--- src/hw/rtl/assert_macros.svh ---
// Assertion helpers, sampled on the block clock and held off during reset.
`ifndef ASSERT_MACROS_SVH
`define ASSERT_MACROS_SVH

// Check that a condition holds at every clock edge outside reset.
`define ASSERT_ALWAYS(label, cond, msg) \
    label: assert property (@(posedge i_clk) disable iff (!i_rst_n) (cond)) \
        else $error(msg);

// Check that a cause in one cycle brings an effect in the same cycle.
`define ASSERT_IMPLY(label, cause, effect, msg) \
    label: assert property (@(posedge i_clk) disable iff (!i_rst_n) \
        (cause) |-> (effect)) else $error(msg);

// Check that a cause in one cycle brings an effect in the next cycle.
`define ASSERT_NEXT(label, cause, effect, msg) \
    label: assert property (@(posedge i_clk) disable iff (!i_rst_n) \
        (cause) |=> (effect)) else $error(msg);

`endif

--- src/hw/rtl/h2r_pkg.sv ---
package h2r_pkg;

    localparam int HUE_W    = 12;
    localparam int LEVEL_W  = 8;
    localparam int FACTOR_W = 10;
    localparam int NUM_W    = 18;

    localparam logic [HUE_W-1:0]    FULL_TURN   = 12'd3600;
    localparam logic [HUE_W-1:0]    SECTOR_SPAN = 12'd600;
    localparam logic [FACTOR_W-1:0] SPAN_FACTOR = 10'd600;

    // num / 600 == (num >> 3) / 75; 1/75 as 55925 / 2^22, exact for num <= 153000
    localparam logic [15:0] DIV75_RECIP = 16'd55925;
    localparam int          DIV75_SHIFT = 22;
    localparam int          DIV75_PROD_W = 31;

    typedef logic [2:0] t_sector;

    localparam t_sector SECTOR_RED_UP    = 3'd0;
    localparam t_sector SECTOR_GREEN_IN  = 3'd1;
    localparam t_sector SECTOR_GREEN_UP  = 3'd2;
    localparam t_sector SECTOR_BLUE_IN   = 3'd3;
    localparam t_sector SECTOR_BLUE_UP   = 3'd4;
    localparam t_sector SECTOR_RED_IN    = 3'd5;

    typedef struct packed {
        t_sector             sector;
        logic [FACTOR_W-1:0] factor;
    } t_sector_info;

endpackage

--- src/hw/rtl/hsv_to_rgb_converter.sv ---
// HSV to RGB converter. Accepts one beat per clock unless stalled (hue in tenths
// of a degree in tdata[11:0], saturation in [19:12], value in [27:20]) and returns
// 8-bit red, green and blue levels, one result beat per input beat, in order. The
// five register stages are: hue wrap and value*saturation product, divide by 255 and
// sector split, chroma times sector offset, divide by 600 by reciprocal multiply, and
// the output register that routes chroma and the secondary level to the channels. Each
// stage holds its beat under back-pressure and fills empty slots, so a stall on the
// output drops or repeats nothing; unstalled, throughput is one beat per cycle.
`include "assert_macros.svh"

module hsv_to_rgb_converter
    import h2r_pkg::*;
(
    input  logic        i_clk,
    input  logic        i_rst_n,
    input  logic        s_axis_tvalid,
    output logic        s_axis_tready,
    // [11:0] hue_tenths, [19:12] saturation_frac, [27:20] value_frac, [31:28] zero
    input  logic [31:0] s_axis_tdata,
    output logic        m_axis_tvalid,
    input  logic        m_axis_tready,
    // [7:0] red_level, [15:8] green_level, [23:16] blue_level
    output logic [23:0] m_axis_tdata
);

    logic [4:0] r_vld;
    logic [4:0] w_adv;

    logic [HUE_W-1:0]   w_hue_in;
    logic [LEVEL_W-1:0] w_sat_in;
    logic [LEVEL_W-1:0] w_val_in;

    // stage 0
    logic [HUE_W-1:0] r_hue0, n_hue0;
    logic [15:0]      r_prod0, n_prod0;
    // stage 1
    logic [16:0]         w_c_sum;
    t_sector_info        w_info;
    logic [LEVEL_W-1:0]  r_c1, n_c1;
    t_sector             r_sec1;
    logic [FACTOR_W-1:0] r_fac1;
    // stage 2
    logic [NUM_W-1:0]   r_num2, n_num2;
    logic [LEVEL_W-1:0] r_c2;
    t_sector            r_sec2;
    // stage 3
    logic [DIV75_PROD_W-1:0] w_div_prod;
    logic [LEVEL_W-1:0]      r_x3;
    logic [LEVEL_W-1:0]      r_c3;
    t_sector                 r_sec3;
    // stage 4 (output)
    logic [23:0] r_rgb4, n_rgb4;

    assign w_hue_in = s_axis_tdata[11:0];
    assign w_sat_in = s_axis_tdata[19:12];
    assign w_val_in = s_axis_tdata[27:20];

    // a stage may load when it is empty or its beat moves on
    assign w_adv[4] = !r_vld[4] || m_axis_tready;
    assign w_adv[3] = !r_vld[3] || w_adv[4];
    assign w_adv[2] = !r_vld[2] || w_adv[3];
    assign w_adv[1] = !r_vld[1] || w_adv[2];
    assign w_adv[0] = !r_vld[0] || w_adv[1];

    assign s_axis_tready = w_adv[0];
    assign m_axis_tvalid = r_vld[4];
    assign m_axis_tdata  = r_rgb4;

    always_ff @(posedge i_clk) begin
        if (!i_rst_n) begin
            r_vld <= '0;
        end else begin
            if (w_adv[0]) r_vld[0] <= s_axis_tvalid;
            if (w_adv[1]) r_vld[1] <= r_vld[0];
            if (w_adv[2]) r_vld[2] <= r_vld[1];
            if (w_adv[3]) r_vld[3] <= r_vld[2];
            if (w_adv[4]) r_vld[4] <= r_vld[3];
        end
    end

    // stage 0: wrap a full turn back to sector 0, form value * saturation
    always_comb begin
        n_hue0  = (w_hue_in >= FULL_TURN) ? (w_hue_in - FULL_TURN) : w_hue_in;
        n_prod0 = 16'(w_val_in) * 16'(w_sat_in);
    end

    always_ff @(posedge i_clk) begin
        if (w_adv[0]) begin
            r_hue0  <= n_hue0;
            r_prod0 <= n_prod0;
        end
    end

    // stage 1: chroma = prod / 255, exact for products of two 8-bit levels
    h2r_sector u_sector (
        .i_hue  (r_hue0),
        .o_info (w_info)
    );

    always_comb begin
        w_c_sum = {1'b0, r_prod0} + 17'd1 + {9'b0, r_prod0[15:8]};
        n_c1    = w_c_sum[15:8];
    end

    always_ff @(posedge i_clk) begin
        if (w_adv[1]) begin
            r_c1   <= n_c1;
            r_sec1 <= w_info.sector;
            r_fac1 <= w_info.factor;
        end
    end

    // stage 2: chroma times the sector offset
    assign n_num2 = NUM_W'(r_c1) * NUM_W'(r_fac1);

    always_ff @(posedge i_clk) begin
        if (w_adv[2]) begin
            r_num2 <= n_num2;
            r_c2   <= r_c1;
            r_sec2 <= r_sec1;
        end
    end

    // stage 3: divide by 600 as (num >> 3) / 75 through the reciprocal
    assign w_div_prod = DIV75_PROD_W'(r_num2[NUM_W-1:3]) * DIV75_PROD_W'(DIV75_RECIP);

    always_ff @(posedge i_clk) begin
        if (w_adv[3]) begin
            r_x3   <= w_div_prod[DIV75_SHIFT+LEVEL_W-1:DIV75_SHIFT];
            r_c3   <= r_c2;
            r_sec3 <= r_sec2;
        end
    end

    // stage 4: route chroma and secondary level to the channels
    always_comb begin
        unique case (r_sec3)
            SECTOR_RED_UP:   n_rgb4 = {8'd0, r_x3, r_c3};
            SECTOR_GREEN_IN: n_rgb4 = {8'd0, r_c3, r_x3};
            SECTOR_GREEN_UP: n_rgb4 = {r_x3, r_c3, 8'd0};
            SECTOR_BLUE_IN:  n_rgb4 = {r_c3, r_x3, 8'd0};
            SECTOR_BLUE_UP:  n_rgb4 = {r_c3, 8'd0, r_x3};
            default:         n_rgb4 = {r_x3, 8'd0, r_c3};
        endcase
    end

    always_ff @(posedge i_clk) begin
        if (w_adv[4]) begin
            r_rgb4 <= n_rgb4;
        end
    end

    `ASSERT_IMPLY(a_empty_head_ready, !r_vld[0], s_axis_tready,
        "input stage empty but not ready")
    `ASSERT_IMPLY(a_full_stall, (&r_vld) && !m_axis_tready, !s_axis_tready,
        "full pipeline under back-pressure still takes input")
    `ASSERT_IMPLY(a_secondary_le_chroma, r_vld[3], r_x3 <= r_c3,
        "secondary level exceeds chroma")
    `ASSERT_NEXT(a_sector_range, r_vld[1], r_sec2 <= SECTOR_RED_IN || !r_vld[2],
        "sector code out of range")

endmodule

--- src/hw/rtl/h2r_sector.sv ---
module h2r_sector
    import h2r_pkg::*;
(
    input  logic [HUE_W-1:0] i_hue,
    output t_sector_info     o_info
);

    logic [2:0]          w_count;
    logic [HUE_W-1:0]    w_base;
    logic [HUE_W-1:0]    w_offs_full;
    logic [FACTOR_W-1:0] w_offs;

    // count sector boundaries below the hue; hue is already wrapped below a full turn
    always_comb begin
        w_count = {2'b00, (i_hue >= 12'd600)}  + {2'b00, (i_hue >= 12'd1200)}
                + {2'b00, (i_hue >= 12'd1800)} + {2'b00, (i_hue >= 12'd2400)}
                + {2'b00, (i_hue >= 12'd3000)};
        w_base      = 12'(SECTOR_SPAN * {9'b0, w_count});
        w_offs_full = i_hue - w_base;
        w_offs      = w_offs_full[FACTOR_W-1:0];

        o_info.sector = w_count;
        // odd sectors fall, even sectors rise
        o_info.factor = w_count[0] ? (SPAN_FACTOR - w_offs) : w_offs;
    end

endmodule
--- config.mk ---
export PLATFORM = sky130hd
export DESIGN_NAME = hsv_to_rgb_converter
export DESIGN_NICKNAME = d
export VERILOG_FILES = /design/src/hw/rtl/h2r_pkg.sv /design/src/hw/rtl/hsv_to_rgb_converter.sv /design/src/hw/rtl/h2r_sector.sv
export VERILOG_INCLUDE_DIRS = /design/src /design/src/hw/rtl
export SDC_FILE = /design/constraint.sdc
export NUM_CORES = 1
export LEC_CHECK = 0
export ABC_CLOCK_PERIOD_IN_PS = 13100
export BUFFER_PORTS_ARGS = -buffer_cell sky130_fd_sc_hd__clkbuf_2
export CAP_MARGIN = 20
export CORE_ASPECT_RATIO = 2
export CORE_MARGIN = 2
export CORE_UTILIZATION = 40
export CTS_CLUSTER_DIAMETER = 30
export DETAILED_ROUTE_END_ITERATION = 10
export HOLD_SLACK_MARGIN = 0.02
export PLACE_DENSITY_LB_ADDON = 0.25
export RECOVER_POWER = 100
export SETUP_SLACK_MARGIN = 0.15
export SKIP_CTS_REPAIR_TIMING = 1
export SLEW_MARGIN = 20
export SYNTH_ARGS = -nofsm -noshare
export SYNTH_HDL_FRONTEND = slang
export SYNTH_SLANG_ARGS = --single-unit
--- constraint.sdc ---
create_clock -name i_clk -period 13.1 [get_ports i_clk]
set_input_delay 0.655 -clock i_clk [delete_from_list [all_inputs] [get_ports i_clk]]
set_output_delay 0.655 -clock i_clk [all_outputs]
set_load 0.01 [all_outputs]
==> results.rst <==
.. list-table::
   :header-rows: 1

   * - Metric
     - Value
   * - Antenna violations before repair
     - 0
   * - Core region area
     - 35,440 sq um
   * - Detailed-route DRC error count
     - 0
   * - Area of the die
     - 37,350 sq um
   * - Worst slew margin relative to its limit
     - -11.08%
   * - 1st-iter DRT viols
     - 354
   * - Rows
     - 98
   * - Antenna viol nets, final
     - 0
   * - DRT Wirelength
     - 27.51 mm
   * - GPL Wtd Cong
     - 0.8396
   * - Number of buffers added by the clock tree synthesis step
     - 17
   * - Nature of the critical path startpoint
     - flop
   * - Endpoints failing setup
     - 0
   * - DRT Pass-1 Iters
     - 4
   * - Minimum period implied by the final worst setup slack
     - 5.971 ns
   * - Overflow left after global routing
     - 0
   * - CTS Root Cell
     - sky130_fd_sc_hd__clkbuf_16
   * - CTS sink cnt
     - 123
   * - DP Wirelength
     - 23.00 mm
   * - Crit path kind
     - flop to flop
   * - Finished Layout Cells
     - 1,860
   * - Clock latency at the later pin of the worst-skew pair
     - 0.43 ns
   * - Async set-or-reset flop fraction in the synthesized netlist
     - 0%
   * - Routed WL per cell
     - 14.79 um
   * - Worst min path class
     - flop to flop
   * - Number of nets in the finished design
     - 1,820
   * - Via-to-Cell Ratio
     - 5.004
   * - Via count of the first global-routing pass
     - 10,130
   * - Proportion of layout cells with a drive suffix above 1
     - 5.035%
   * - Starting utilization of the core area
     - 40.33%
   * - Count of buffers inserted at the top-level ports
     - 57
   * - Maximum level of the CTS H-tree
     - 4
   * - Violations in the final reports
     - max-capacitance violations, max-slew violations
   * - Placed insts
     - 1,828
   * - Maximum number of pins on one net before global-route repair
     - 49
   * - Post-synth design cell area
     - 14,290 sq um
   * - Total Neg Setup Slack
     - 0 ns
   * - Sequential element share of the synthesized area
     - 25.49%
   * - Count of cells along the worst hold path
     - 0
   * - Layout filler cell count
     - 3,328
   * - Longest Clk Path Bufs
     - 2
   * - Max Cap Violations
     - 1
   * - Register-to-register setup slack
     - 7.13 ns
   * - Worst R2R End
     - r_x3[4]
   * - Mapped Avg Cell Area
     - 10.71 sq um
   * - Fmax achieved
     - 167.5 MHz
   * - I/O pins
     - 62
   * - Number of inserted diodes
     - 0
   * - TritonCTS clock tree
     - done
   * - Count of final max-slew check failures
     - 31
   * - Area growth, synth to finish
     - 8.982%
   * - Synth warnings
     - 0
   * - Critical Path Fanout Max
     - 6
   * - Source of the worst register-to-register timing path
     - r_num2[13]
   * - GRT Util Overall
     - 16.08%
   * - Clk_skew
     - 0.01127 ns
   * - Outcome
     - finished with violations
   * - Synthesized net count
     - 1,757
   * - Tightest Pin Transition
     - 1.666 ns
   * - Worst Min Path Start
     - r_c2[3]
   * - Data arrival time at the worst-slack endpoint
     - 6.15 ns
   * - Hold Path End
     - r_c3[3]
   * - Distinct cells, synth
     - 59
   * - Unrepaired setup endpoints after global routing
     - no
   * - Overall via count from detail_route
     - 9,308
   * - Fin crit share
     - 45.58%
   * - Sort of element at the end of the critical path
     - flop
   * - Clock transition at the registers of the reported paths
     - 0.06 ns
   * - Critical path required time
     - 13.28 ns
   * - Die X-Extent
     - 137.7 um
   * - Fin. Hold Viols
     - 0
   * - Synthesized flop and latch total
     - 123
   * - Chip Height
     - 271.3 um
   * - Synthesized instance count
     - 1,334
   * - R2R depth
     - 18
   * - Flip-flop cell with the highest count after synthesis
     - sky130_fd_sc_hd__edfxtp_1
   * - Number of enable-type register cells in the synthesized netlist
     - 118
   * - First-pass GRT wire length
     - 47.79 mm
final cells by class:
| class | instances | area (sq um) | area share [%] |
|---|---|---|---|
| clock buffers | 19 | 432.9 | 2.780 |
| well taps | 450 | 563.0 | 3.615 |
| multi-input cells | 934 | 9553 | 61.34 |
| flip-flops and latches | 123 | 3643 | 23.39 |
| inverters | 262 | 983.4 | 6.314 |
| clock inverters | 13 | 141.4 | 0.9078 |
| repair buffers | 59 | 257.7 | 1.655 |
cell families (layout without fill, tap and decap cells):
logic type                 count (synthesis)  after routing  share of synthesized area, %
and+or+nand+nor                          301            301                         10.87
adders and majority gates                387            387                         43.18
AOI/OAI and AO/OA                        171            171                         8.431
xor gates and xnor gates                  66             66                         4.045
buffers and inverters                    277            353                         7.275
muxes                                      9              9                        0.7004
DFF                                      123            123                         25.49
flip-flops by register name, summed over array words and instances, names as in the netlist:
signal / cells
r_c3: 8
r_c2: 8
r_fac1: 10
r_c1: 8
r_hue0: 12
r_sec3: 3
r_vld: 5
r_sec1: 3
r_x3: 8
r_sec2: 3
r_num2: 15
m_axis_tdata: 24
r_prod0: 16
worst max-delay path by stage:
stage                         end  startpoint
after floorplan           r_x3[4]  r_num2[13]
after global placement    r_x3[4]  r_num2[13]
after detailed placement  r_x3[7]  r_num2[13]
after CTS                 r_x3[7]  r_num2[13]
after global routing      r_x3[4]  r_num2[13]
final                     r_x3[4]  r_num2[13]
metal layers:
metal / track usage (%) / part of all wire (%) / vias to the layer above
met2: 27.91 / 52 / 124
met3: 2.465 / 2.8 / 32
met1: 20.38 / 43 / 4630
met5: 0 / 0 / -
li1: - / - / 4522
met4: 4.938 / 2.0 / 0
through the flow:
stage                     instance area (sq um)  hold slack, ns  util (%)  worst slack, ns
after global placement                    15100          0.4047     42.61            7.350
after detailed placement                  15100          0.4072     42.61            7.331
after CTS                                 15670          0.3946     44.23            7.302
final                                     15570          0.4097     43.95            7.129
after global routing                      15570          0.4015     43.95            6.849
after floorplan                           14290          0.4003         -            7.850
worst max-delay path: stages, from the launching register on:
cell and delay, ns:
sky130_fd_sc_hd__edfxtp_1 0.54, sky130_fd_sc_hd__inv_1 0.11, sky130_fd_sc_hd__fa_1 0.51, sky130_fd_sc_hd__inv_1 0.05, sky130_fd_sc_hd__fa_1 0.48, sky130_fd_sc_hd__inv_1 0.06
sky130_fd_sc_hd__fa_1 0.51, sky130_fd_sc_hd__fa_1 0.56, sky130_fd_sc_hd__inv_1 0.06, sky130_fd_sc_hd__fa_1 0.50, sky130_fd_sc_hd__fa_1 0.51, sky130_fd_sc_hd__ha_1 0.31
sky130_fd_sc_hd__and4_1 0.18, sky130_fd_sc_hd__nand3_1 0.14, sky130_fd_sc_hd__a21oi_1 0.15, sky130_fd_sc_hd__nand2_1 0.14, sky130_fd_sc_hd__a311oi_1 0.58, sky130_fd_sc_hd__a31oi_1 0.18
sky130_fd_sc_hd__xnor2_1 0.15
synthesized netlist by cell type (5+ instances only):
library cell / number / area share, %
sky130_fd_sc_hd__inv_1: 262 / 6.9
sky130_fd_sc_hd__ha_1: 210 / 18
sky130_fd_sc_hd__fa_1: 177 / 25
sky130_fd_sc_hd__edfxtp_1: 118 / 25
sky130_fd_sc_hd__nand2_1: 106 / 2.8
sky130_fd_sc_hd__and2_1: 85 / 3.7
sky130_fd_sc_hd__a21oi_1: 57 / 2.0
sky130_fd_sc_hd__xnor2_1: 48 / 2.9
sky130_fd_sc_hd__nor2_1: 26 / 0.68
sky130_fd_sc_hd__nor2b_1: 19 / 0.83
sky130_fd_sc_hd__xor2_1: 18 / 1.1
sky130_fd_sc_hd__a21o_1: 17 / 0.89
sky130_fd_sc_hd__nand2b_1: 17 / 0.74
sky130_fd_sc_hd__a22o_1: 16 / 0.98
sky130_fd_sc_hd__clkbuf_1: 14 / 0.37
sky130_fd_sc_hd__nand3_1: 14 / 0.49
sky130_fd_sc_hd__o21ai_0: 13 / 0.46
sky130_fd_sc_hd__o21a_1: 12 / 0.63
sky130_fd_sc_hd__nor3_1: 11 / 0.39
sky130_fd_sc_hd__o21ai_1: 10 / 0.35
sky130_fd_sc_hd__a32o_1: 8 / 0.56
sky130_fd_sc_hd__mux2_2: 8 / 0.63
sky130_fd_sc_hd__a31oi_1: 7 / 0.31
sky130_fd_sc_hd__dfxtp_1: 5 / 0.70
layout by cell type (no fill, tap or decap), types with 18 or more instances in the layout:
cell,count
sky130_fd_sc_hd__a21oi_1,58
sky130_fd_sc_hd__clkbuf_1,34
sky130_fd_sc_hd__xor2_1,18
sky130_fd_sc_hd__nor2b_1,19
sky130_fd_sc_hd__and2_1,76
sky130_fd_sc_hd__nor2_1,26
sky130_fd_sc_hd__clkbuf_2,26
sky130_fd_sc_hd__ha_1,210
sky130_fd_sc_hd__inv_1,262
sky130_fd_sc_hd__xnor2_1,48
sky130_fd_sc_hd__nand2_1,106
sky130_fd_sc_hd__edfxtp_1,118
sky130_fd_sc_hd__o21ai_0,18
sky130_fd_sc_hd__fa_1,177
Power is not shown: default switching activity piles up to over one toggle a cycle in this logic, so the estimate is an artifact.
